===== config.mk =====
export PLATFORM = sky130hd
export DESIGN_NAME = setpoint_ramp_generator_flat
export DESIGN_NICKNAME = d
export VERILOG_FILES = /design/src/hdl/srg_pkg.sv /design/src/hdl/srg_tick_if.sv /design/src/hdl/srg_target_if.sv /design/src/hdl/srg_cfg_if.sv /design/src/hdl/srg_slew.sv /design/src/hdl/srg_integ.sv /design/src/hdl/srg_window.sv /design/src/hdl/setpoint_ramp_generator.sv /design/src/flat_wrapper.sv
export SDC_FILE = /design/constraint.sdc
export NUM_CORES = 2
export LEC_CHECK = 0
export BUFFER_PORTS_ARGS = -buffer_cell sky130_fd_sc_hd__buf_2
export CORE_MARGIN = 1
export CORE_UTILIZATION = 45
export DETAILED_ROUTE_END_ITERATION = 10
export GPL_TIMING_DRIVEN = 0
export MAX_ROUTING_LAYER = met4
export SYNTH_ARGS = -nofsm -noshare
export SYNTH_HDL_FRONTEND = slang
export SYNTH_SLANG_ARGS = --single-unit

===== constraint.sdc =====
create_clock -name clk -period 51.7 [get_ports clk]
set_clock_uncertainty 0.15 [all_clocks]
set_input_delay 7.755 -clock clk [delete_from_list [all_inputs] [get_ports clk]]
set_output_delay 7.755 -clock clk [all_outputs]
set_load 0.01 [all_outputs]

===== src/hdl/srg_pkg.sv =====
`timescale 1ns / 1ps
`default_nettype none

package srg_pkg;

  localparam int unsigned ValW     = 32;
  localparam int unsigned StepW    = 16;
  localparam int unsigned TickW    = 16;
  localparam int unsigned WinW     = 21;
  localparam int unsigned CfgDataW = 21;
  localparam int unsigned CfgIdxW  = 2;

  localparam logic [StepW-1:0] RampStepReset       = 16'd197;
  localparam logic [TickW-1:0] TickPeriodReset     = 16'd262;
  localparam logic [WinW-1:0]  PositionWindowReset = 21'd6554;
  localparam logic [WinW-1:0]  SpeedWindowReset    = 21'd19661;

  typedef enum logic [CfgIdxW-1:0] {
    CFG_RAMP_STEP       = 2'd0,
    CFG_TICK_PERIOD     = 2'd1,
    CFG_POSITION_WINDOW = 2'd2,
    CFG_SPEED_WINDOW    = 2'd3
  } cfg_index_t;

  typedef struct packed {
    logic signed [ValW-1:0] speed_cmd;
    logic signed [ValW-1:0] yaw_rate_cmd;
    logic signed [ValW-1:0] measured_position;
    logic signed [ValW-1:0] measured_speed;
  } tick_word_t;

  typedef struct packed {
    logic signed [ValW-1:0] speed_target;
    logic signed [ValW-1:0] position_target;
    logic signed [ValW-1:0] yaw_target;
  } target_word_t;

  // Saturate a 34-bit signed sum to the 32-bit signed range.
  function automatic logic signed [ValW-1:0] sat32(input logic signed [ValW+1:0] v);
    logic signed [ValW+1:0] max_v;
    logic signed [ValW+1:0] min_v;
    max_v = {3'b000, {(ValW-1){1'b1}}};
    min_v = {3'b111, {(ValW-1){1'b0}}};
    if (v > max_v) begin
      return max_v[ValW-1:0];
    end else if (v < min_v) begin
      return min_v[ValW-1:0];
    end
    return v[ValW-1:0];
  endfunction

endpackage

`default_nettype wire


===== src/hdl/srg_tick_if.sv =====
`timescale 1ns / 1ps
`default_nettype none

interface srg_tick_if import srg_pkg::*; ();
  logic       valid;
  logic       ready;
  tick_word_t data;

  modport source (output valid, output data, input ready);
  modport sink (input valid, input data, output ready);
endinterface

`default_nettype wire


===== src/hdl/srg_target_if.sv =====
`timescale 1ns / 1ps
`default_nettype none

interface srg_target_if import srg_pkg::*; ();
  logic         valid;
  logic         ready;
  target_word_t data;

  modport source (output valid, output data, input ready);
  modport sink (input valid, input data, output ready);
endinterface

`default_nettype wire


===== src/hdl/srg_cfg_if.sv =====
`timescale 1ns / 1ps
`default_nettype none

interface srg_cfg_if import srg_pkg::*; ();
  logic                valid;
  logic                ready;
  cfg_index_t          index;
  logic [CfgDataW-1:0] data;

  modport source (output valid, output index, output data, input ready);
  modport sink (input valid, input index, input data, output ready);
endinterface

`default_nettype wire


===== src/hdl/srg_slew.sv =====
`timescale 1ns / 1ps
`default_nettype none

module srg_slew import srg_pkg::*; (
  input  wire logic signed [ValW-1:0] command,
  input  wire logic signed [ValW-1:0] setpoint,
  input  wire logic [StepW-1:0]       ramp_step,
  output logic signed [ValW-1:0]      ramped
);

  logic signed [ValW:0]   gap;
  logic [ValW:0]          mag;
  logic signed [ValW+1:0] step_s;
  logic signed [ValW+1:0] up_sum;
  logic signed [ValW+1:0] down_sum;

  always_comb begin
    gap      = (ValW+1)'(command) - (ValW+1)'(setpoint);
    mag      = gap[ValW] ? (ValW+1)'(0) - gap : gap;
    step_s   = $signed({{(ValW+2-StepW){1'b0}}, ramp_step});
    up_sum   = (ValW+2)'(setpoint) + step_s;
    down_sum = (ValW+2)'(setpoint) - step_s;
    // A gap smaller than one step snaps straight onto the command.
    if (mag < {{(ValW+1-StepW){1'b0}}, ramp_step}) begin
      ramped = command;
    end else if (!gap[ValW] && gap != '0) begin
      ramped = sat32(up_sum);
    end else begin
      ramped = sat32(down_sum);
    end
  end

endmodule

`default_nettype wire


===== src/hdl/srg_integ.sv =====
`timescale 1ns / 1ps
`default_nettype none

module srg_integ import srg_pkg::*; (
  input  wire logic signed [ValW-1:0] acc,
  input  wire logic signed [ValW-1:0] rate,
  input  wire logic [TickW-1:0]       tick_period,
  output logic signed [ValW-1:0]      sum
);

  localparam int unsigned ProdW = ValW + TickW + 1;

  logic signed [ProdW-1:0] prod;
  logic signed [ValW:0]    scaled;
  logic signed [ValW+1:0]  total;

  always_comb begin
    prod   = ProdW'(rate) * ProdW'($signed({1'b0, tick_period}));
    // Dropping the low fraction bits of a signed product rounds toward minus infinity.
    scaled = prod[ProdW-1:TickW];
    total  = (ValW+2)'(acc) + (ValW+2)'(scaled);
    sum    = sat32(total);
  end

endmodule

`default_nettype wire


===== src/hdl/srg_window.sv =====
`timescale 1ns / 1ps
`default_nettype none

module srg_window import srg_pkg::*; (
  input  wire logic signed [ValW-1:0] value,
  input  wire logic signed [ValW-1:0] center,
  input  wire logic [WinW-1:0]        window,
  output logic signed [ValW-1:0]      clamped
);

  logic signed [ValW:0]   dev;
  logic signed [ValW:0]   win_pos;
  logic signed [ValW:0]   win_neg;
  logic signed [ValW+1:0] upper;
  logic signed [ValW+1:0] lower;

  always_comb begin
    dev     = (ValW+1)'(value) - (ValW+1)'(center);
    win_pos = $signed({{(ValW+1-WinW){1'b0}}, window});
    win_neg = (ValW+1)'(0) - win_pos;
    upper   = (ValW+2)'(center) + (ValW+2)'(win_pos);
    lower   = (ValW+2)'(center) - (ValW+2)'(win_pos);
    if (dev > win_pos) begin
      clamped = sat32(upper);
    end else if (dev < win_neg) begin
      clamped = sat32(lower);
    end else begin
      clamped = value;
    end
  end

endmodule

`default_nettype wire


===== src/hdl/setpoint_ramp_generator.sv =====
// Channel  Role    Word
// tick     sink    speed_cmd, yaw_rate_cmd, measured_position, measured_speed
// target   source  speed_target, position_target, yaw_target
// cfg      sink    index, data (ramp step, tick period, two clamp windows)
//
// A tick word is registered on entry and, once the output register can advance,
// produces its target word there. One word is taken every cycle unless the
// output stalls; the setpoint registers feed back through one combinational
// pass (slew, tick-period multiply, saturating add, clamp).
// Reset is synchronous; it clears the setpoints and restores register defaults.
// A stalled output holds its word, and the input register refills as soon as it moves.
`timescale 1ns / 1ps
`default_nettype none

module setpoint_ramp_generator import srg_pkg::*; (
  input  wire logic       clk,
  input  wire logic       rst,
  srg_tick_if.sink        tick,
  srg_target_if.source    target,
  srg_cfg_if.sink         cfg
);

  logic [StepW-1:0] ramp_step;
  logic [TickW-1:0] tick_period;
  logic [WinW-1:0]  position_window;
  logic [WinW-1:0]  speed_window;

  logic signed [ValW-1:0] speed_setpoint;
  logic signed [ValW-1:0] position_setpoint;
  logic signed [ValW-1:0] yaw_setpoint;

  logic       in_valid;
  tick_word_t in_word;
  logic       out_valid;
  target_word_t out_word;

  logic advance;
  logic fire;

  logic signed [ValW-1:0] speed_ramped;
  logic signed [ValW-1:0] position_integ;
  logic signed [ValW-1:0] position_next;
  logic signed [ValW-1:0] speed_next;
  logic signed [ValW-1:0] yaw_next;

  assign advance    = !out_valid || target.ready;
  assign fire       = in_valid && advance;
  assign tick.ready = !in_valid || advance;
  assign cfg.ready  = 1'b1;

  assign target.valid = out_valid;
  assign target.data  = out_word;

  srg_slew u_slew (
    .command   (in_word.speed_cmd),
    .setpoint  (speed_setpoint),
    .ramp_step (ramp_step),
    .ramped    (speed_ramped)
  );

  // Position integrates the ramped speed before the speed clamp.
  srg_integ u_pos_integ (
    .acc         (position_setpoint),
    .rate        (speed_ramped),
    .tick_period (tick_period),
    .sum         (position_integ)
  );

  srg_window u_pos_window (
    .value   (position_integ),
    .center  (in_word.measured_position),
    .window  (position_window),
    .clamped (position_next)
  );

  srg_window u_speed_window (
    .value   (speed_ramped),
    .center  (in_word.measured_speed),
    .window  (speed_window),
    .clamped (speed_next)
  );

  srg_integ u_yaw_integ (
    .acc         (yaw_setpoint),
    .rate        (in_word.yaw_rate_cmd),
    .tick_period (tick_period),
    .sum         (yaw_next)
  );

  always_ff @(posedge clk) begin
    if (rst) begin
      ramp_step       <= RampStepReset;
      tick_period     <= TickPeriodReset;
      position_window <= PositionWindowReset;
      speed_window    <= SpeedWindowReset;
    end else if (cfg.valid) begin
      case (cfg.index)
        CFG_RAMP_STEP:       ramp_step       <= cfg.data[StepW-1:0];
        CFG_TICK_PERIOD:     tick_period     <= cfg.data[TickW-1:0];
        CFG_POSITION_WINDOW: position_window <= cfg.data[WinW-1:0];
        CFG_SPEED_WINDOW:    speed_window    <= cfg.data[WinW-1:0];
        default: ;
      endcase
    end
  end

  always_ff @(posedge clk) begin
    if (rst) begin
      in_valid <= 1'b0;
    end else if (tick.ready) begin
      in_valid <= tick.valid;
    end
    if (tick.ready && tick.valid) begin
      in_word <= tick.data;
    end
  end

  always_ff @(posedge clk) begin
    if (rst) begin
      out_valid         <= 1'b0;
      speed_setpoint    <= '0;
      position_setpoint <= '0;
      yaw_setpoint      <= '0;
    end else begin
      if (advance) begin
        out_valid <= in_valid;
      end
      if (fire) begin
        speed_setpoint    <= speed_next;
        position_setpoint <= position_next;
        yaw_setpoint      <= yaw_next;
      end
    end
    if (fire) begin
      out_word.speed_target    <= speed_next;
      out_word.position_target <= position_next;
      out_word.yaw_target      <= yaw_next;
    end
  end

`ifndef SYNTHESIS
  logic signed [ValW:0] speed_dev;
  logic signed [ValW:0] speed_win_s;

  assign speed_dev   = (ValW+1)'(speed_next) - (ValW+1)'(in_word.measured_speed);
  assign speed_win_s = $signed({{(ValW+1-WinW){1'b0}}, speed_window});

  a_fire_fills_output: assert property (@(posedge clk) disable iff (rst)
    fire |=> out_valid)
    else $error("processed word did not reach the output register");

  a_input_held_on_stall: assert property (@(posedge clk) disable iff (rst)
    in_valid && !advance |=> in_valid && $stable(in_word))
    else $error("input register changed while the output was stalled");

  a_state_only_on_fire: assert property (@(posedge clk) disable iff (rst)
    !fire |=> $stable(speed_setpoint) && $stable(position_setpoint) &&
              $stable(yaw_setpoint))
    else $error("setpoint changed without a processed word");

  a_speed_in_window: assert property (@(posedge clk) disable iff (rst)
    fire |-> speed_dev <= speed_win_s && speed_dev >= -speed_win_s)
    else $error("speed target outside the measured speed window");
`endif

endmodule

`default_nettype wire

===== src/flat_wrapper.sv =====
// flat-port wrapper written by rule: the top's interface ports become plain ports
module setpoint_ramp_generator_flat import srg_pkg::*;
  (clk, rst, tick_valid, tick_data, tick_ready, target_valid, target_data, target_ready, cfg_valid, cfg_index, cfg_data, cfg_ready);
  srg_tick_if tick_i ();
  srg_target_if target_i ();
  srg_cfg_if cfg_i ();
  input  wire logic clk;
  input  wire logic rst;
  input wire logic [$bits(tick_i.valid)-1:0] tick_valid;
  input wire logic [$bits(tick_i.data)-1:0] tick_data;
  output wire logic [$bits(tick_i.ready)-1:0] tick_ready;
  output wire logic [$bits(target_i.valid)-1:0] target_valid;
  output wire logic [$bits(target_i.data)-1:0] target_data;
  input wire logic [$bits(target_i.ready)-1:0] target_ready;
  input wire logic [$bits(cfg_i.valid)-1:0] cfg_valid;
  input wire logic [$bits(cfg_i.index)-1:0] cfg_index;
  input wire logic [$bits(cfg_i.data)-1:0] cfg_data;
  output wire logic [$bits(cfg_i.ready)-1:0] cfg_ready;
  assign tick_i.valid = tick_valid;
  assign tick_i.data = tick_data;
  assign tick_ready = tick_i.ready;
  assign target_valid = target_i.valid;
  assign target_data = target_i.data;
  assign target_i.ready = target_ready;
  assign cfg_i.valid = cfg_valid;
  assign cfg_i.index = cfg_index;
  assign cfg_i.data = cfg_data;
  assign cfg_ready = cfg_i.ready;
  setpoint_ramp_generator u_core (.clk(clk), .rst(rst), .tick(tick_i), .target(target_i), .cfg(cfg_i));
endmodule

==> impl_metrics.ini <==
[placement]
post-dp-hpwl_mm = 204
gp_congestion = 0.995
io_buffers = 251

[logic_synthesis]
syn_inst = 8198
synth_flop_cell = edfxtp_1
synth_enable_flop_cells = 224
yosys_warnings = 0
synth_top_area_share_pct = 28.1
synth_area_leaders = fa_1 28%, ha_1 11%, edfxtp_1 9.6%
avgSynthCellArea_sq_um = 8.55
synthesis.nets = 9972
synth_area_sq_um = 70100
synth_largest_area_cell = fa_1
synth-async-reset-ratio_pct = 0
synth-seq-cells = 396
yosysSeqAreaShare_pct = 14.5
synthDistinctLibCells = 109

[global_routing]
grtUsageTotal_pct = 32.1
met3_usage_pct = 4.69
gr-usage-met2_pct = 50.1
met1_usage_pct = 42.6
grt.busiest_layer = met2
grt_overflow = 0
antenna_found_initial = 20
grt_first_pass_wirelength_mm = 369
grt_max_degree = 51
grt_pass1_vias = 59300

[sta]
hold_viol = 0
min_period_over_period_pct = 52.9
setup_viol = 0
fmax_mhz = 36.6
drv_slew = 0
max_slew_margin_pct = 9.46
fin_crit_ps = 27340
rsz0062_at_grt = false
max_slew.worst_pin.slew_ps = 1350
setup_tns_ps = 0

[die]
io_pins = 255
core_sq_um = 154000
start_util_pct = 45.4
row_count = 144
die_y_um = 397
die_w_um = 397
die_area_sq_um = 157000

[finish]
drive_gt1_share_pct = 6.28
syn2layout_area_growth_pct = 8.31
layout_commonest_cell = inv_1
n_fill_cell = 15000
final_cell_mix = 1388 x inv_1, 1070 x nand2_1, 985 x fa_1
nNetsFinal = 10300

[hold_path]
worstHoldPathType = reg -> reg
hold_end = u_core.ramp_step[8]
whs_path_depth = 2
hold_start = u_core.ramp_step[8]

[route]
drt.antenna.violating_nets = 0
num_vias = 59800
post_drt_wl_per_cell_um = 23.0
first_pass_iters = 8
drtIter0Drc = 5141
drc_errors = 0
routed_via_density = 5.63
wl_mm = 244

[cts]
cts_tree = yes
cts.clk_slew.worst_paths_ps = 60
post_cts_resized = 0
cts_root_buf = clkbuf_16
clk_latency_ps = 700
clockBufferDepth = 3
htree_num_levels = 2
cts.sinks = 396
hold_buffers = 0
cts_setup_buffers = 0
cts_made_buffers = 52

[job]
cap_violations = 0

[worst_setup_path]
max_stage_delay_ps = 810
rrSetupSlack_ps = 24370
r2r-end = u_core.target.data[49]
end_kind = flop
critPathMostFrequentCell = fa_1
required_ps = 51910
crit_path_start_kind = flop
reg2reg_from = u_core.in_word[96]
crit_fanout = 10
slowest_stage = nor2_1
worstSetupPathType = reg -> reg
worst-r2r-cell-count = 85
cp.arrival_ps = 27550

[status]
status = complete, no violations
==> registers in the layout (all words and copies together) (netlist names) <==
name / count
u_core.speed_window: 21
u_core.speed_setpoint: 32
u_core.yaw_setpoint: 32
u_core.in_valid: 1
u_core.target.data: 96
u_core.ramp_step: 16
u_core.in_word: 128
u_core.position_setpoint: 32
u_core.tick_period: 16
u_core.position_window: 21
u_core.target.valid: 1
==> cell families (layout without fill, tap and decap cells) <==
group	count (synthesis)	in the layout	synth area share [%]
and+or+nand+nor	2518	2518	17.1
buffers and inverters	1740	2099	9.42
adders and majority gates	1618	1618	39.4
AOI/OAI and AO/OA	1506	1506	14.1
DFF	396	396	14.5
xor gates and xnor gates	376	376	4.70
muxes	43	43	0.693
other	1	14	0.00535
==> layout make-up <==
cell class / count / area [sq um] / area share [%]
well taps: 2044 / 2560 / 3.37
inverters: 1396 / 5240 / 6.90
plain buffers: 344 / 1360 / 1.80
flip-flops and latches: 396 / 10200 / 13.4
clock inverters: 31 / 362 / 0.476
clock buffers: 67 / 1430 / 1.88
multi-input cells: 6062 / 53300 / 70.3
diodes: 13 / 32.5 / 0.0429
repair buffers: 261 / 1420 / 1.87
==> routing by layer <==
layer	up-vias	part of all wire, %
li1	27200	-
met1	30000	43
met2	2206	46
met3	387	7.5
met4	0	3.9
met5	-	0
==> critical path: cells and delay by family, from the launching register on <==
| family | cells | cell delay [ps] |
|---|---|---|
| DFF | 1 | 480 |
| muxes | 1 | 570 |
| buffers and inverters | 11 | 3690 |
| xor gates and xnor gates | 2 | 470 |
| adders and majority gates | 13 | 5110 |
| AOI/OAI and AO/OA | 39 | 12260 |
| and+or+nand+nor | 19 | 4150 |
==> stage by stage <==
stage / area, sq um / worst slack, ps / instances / utilization (%) / hold WS (ps)
2_1_floorplan: 70100 / 32880 / 8198 / - / 282
3_3_place_gp: 73900 / 25190 / 10500 / 47.8 / 296
3_5_place_dp: 74100 / 25260 / 10500 / 48.0 / 322
4_1_cts: 75900 / 25040 / 10600 / 49.1 / 330
5_1_grt: 75900 / 23200 / 10600 / 49.1 / 353
6_report: 75900 / 24370 / 10600 / 49.2 / 329
==> worst max path at each step <==
stage | from | end | cells after the start
6_report | u_core.in_word[96] | u_core.target.data[49] | 85
5_1_grt | u_core.speed_setpoint[16] | u_core.target.data[39] | 86
4_1_cts | u_core.in_word[96] | u_core.target.data[39] | 85
3_5_place_dp | u_core.in_word[96] | u_core.target.data[39] | 85
3_3_place_gp | u_core.in_word[96] | u_core.target.data[41] | 85
2_1_floorplan | u_core.speed_setpoint[16] | u_core.target.data[43] | 91
==> synthesized netlist by cell type (all sizes together) (16+ instances only) <==
cell type     n
inv        1390
nand2      1070
fa          985
ha          633
a21oi       446
and2        443
nor2        394
clkbuf      300
xnor2       295
o21ai       278
edfxtp      224
a21o        198
dfxtp       172
nor3        129
nand3        98
xor2         81
nor2b        72
o21a         72
o211ai       65
nand4        61
o21bai       58
nand2b       57
a211oi       47
buf          44
or3          38
and3         36
nor4         36
mux2         35
a31oi        33
o21ba        32
o22ai        30
o31ai        23
or2          23
a22oi        21
a221oi       17
a2111oi      16
and4         16
Power is not shown: default switching activity piles up to over one toggle a cycle in this logic, so the estimate is an artifact.
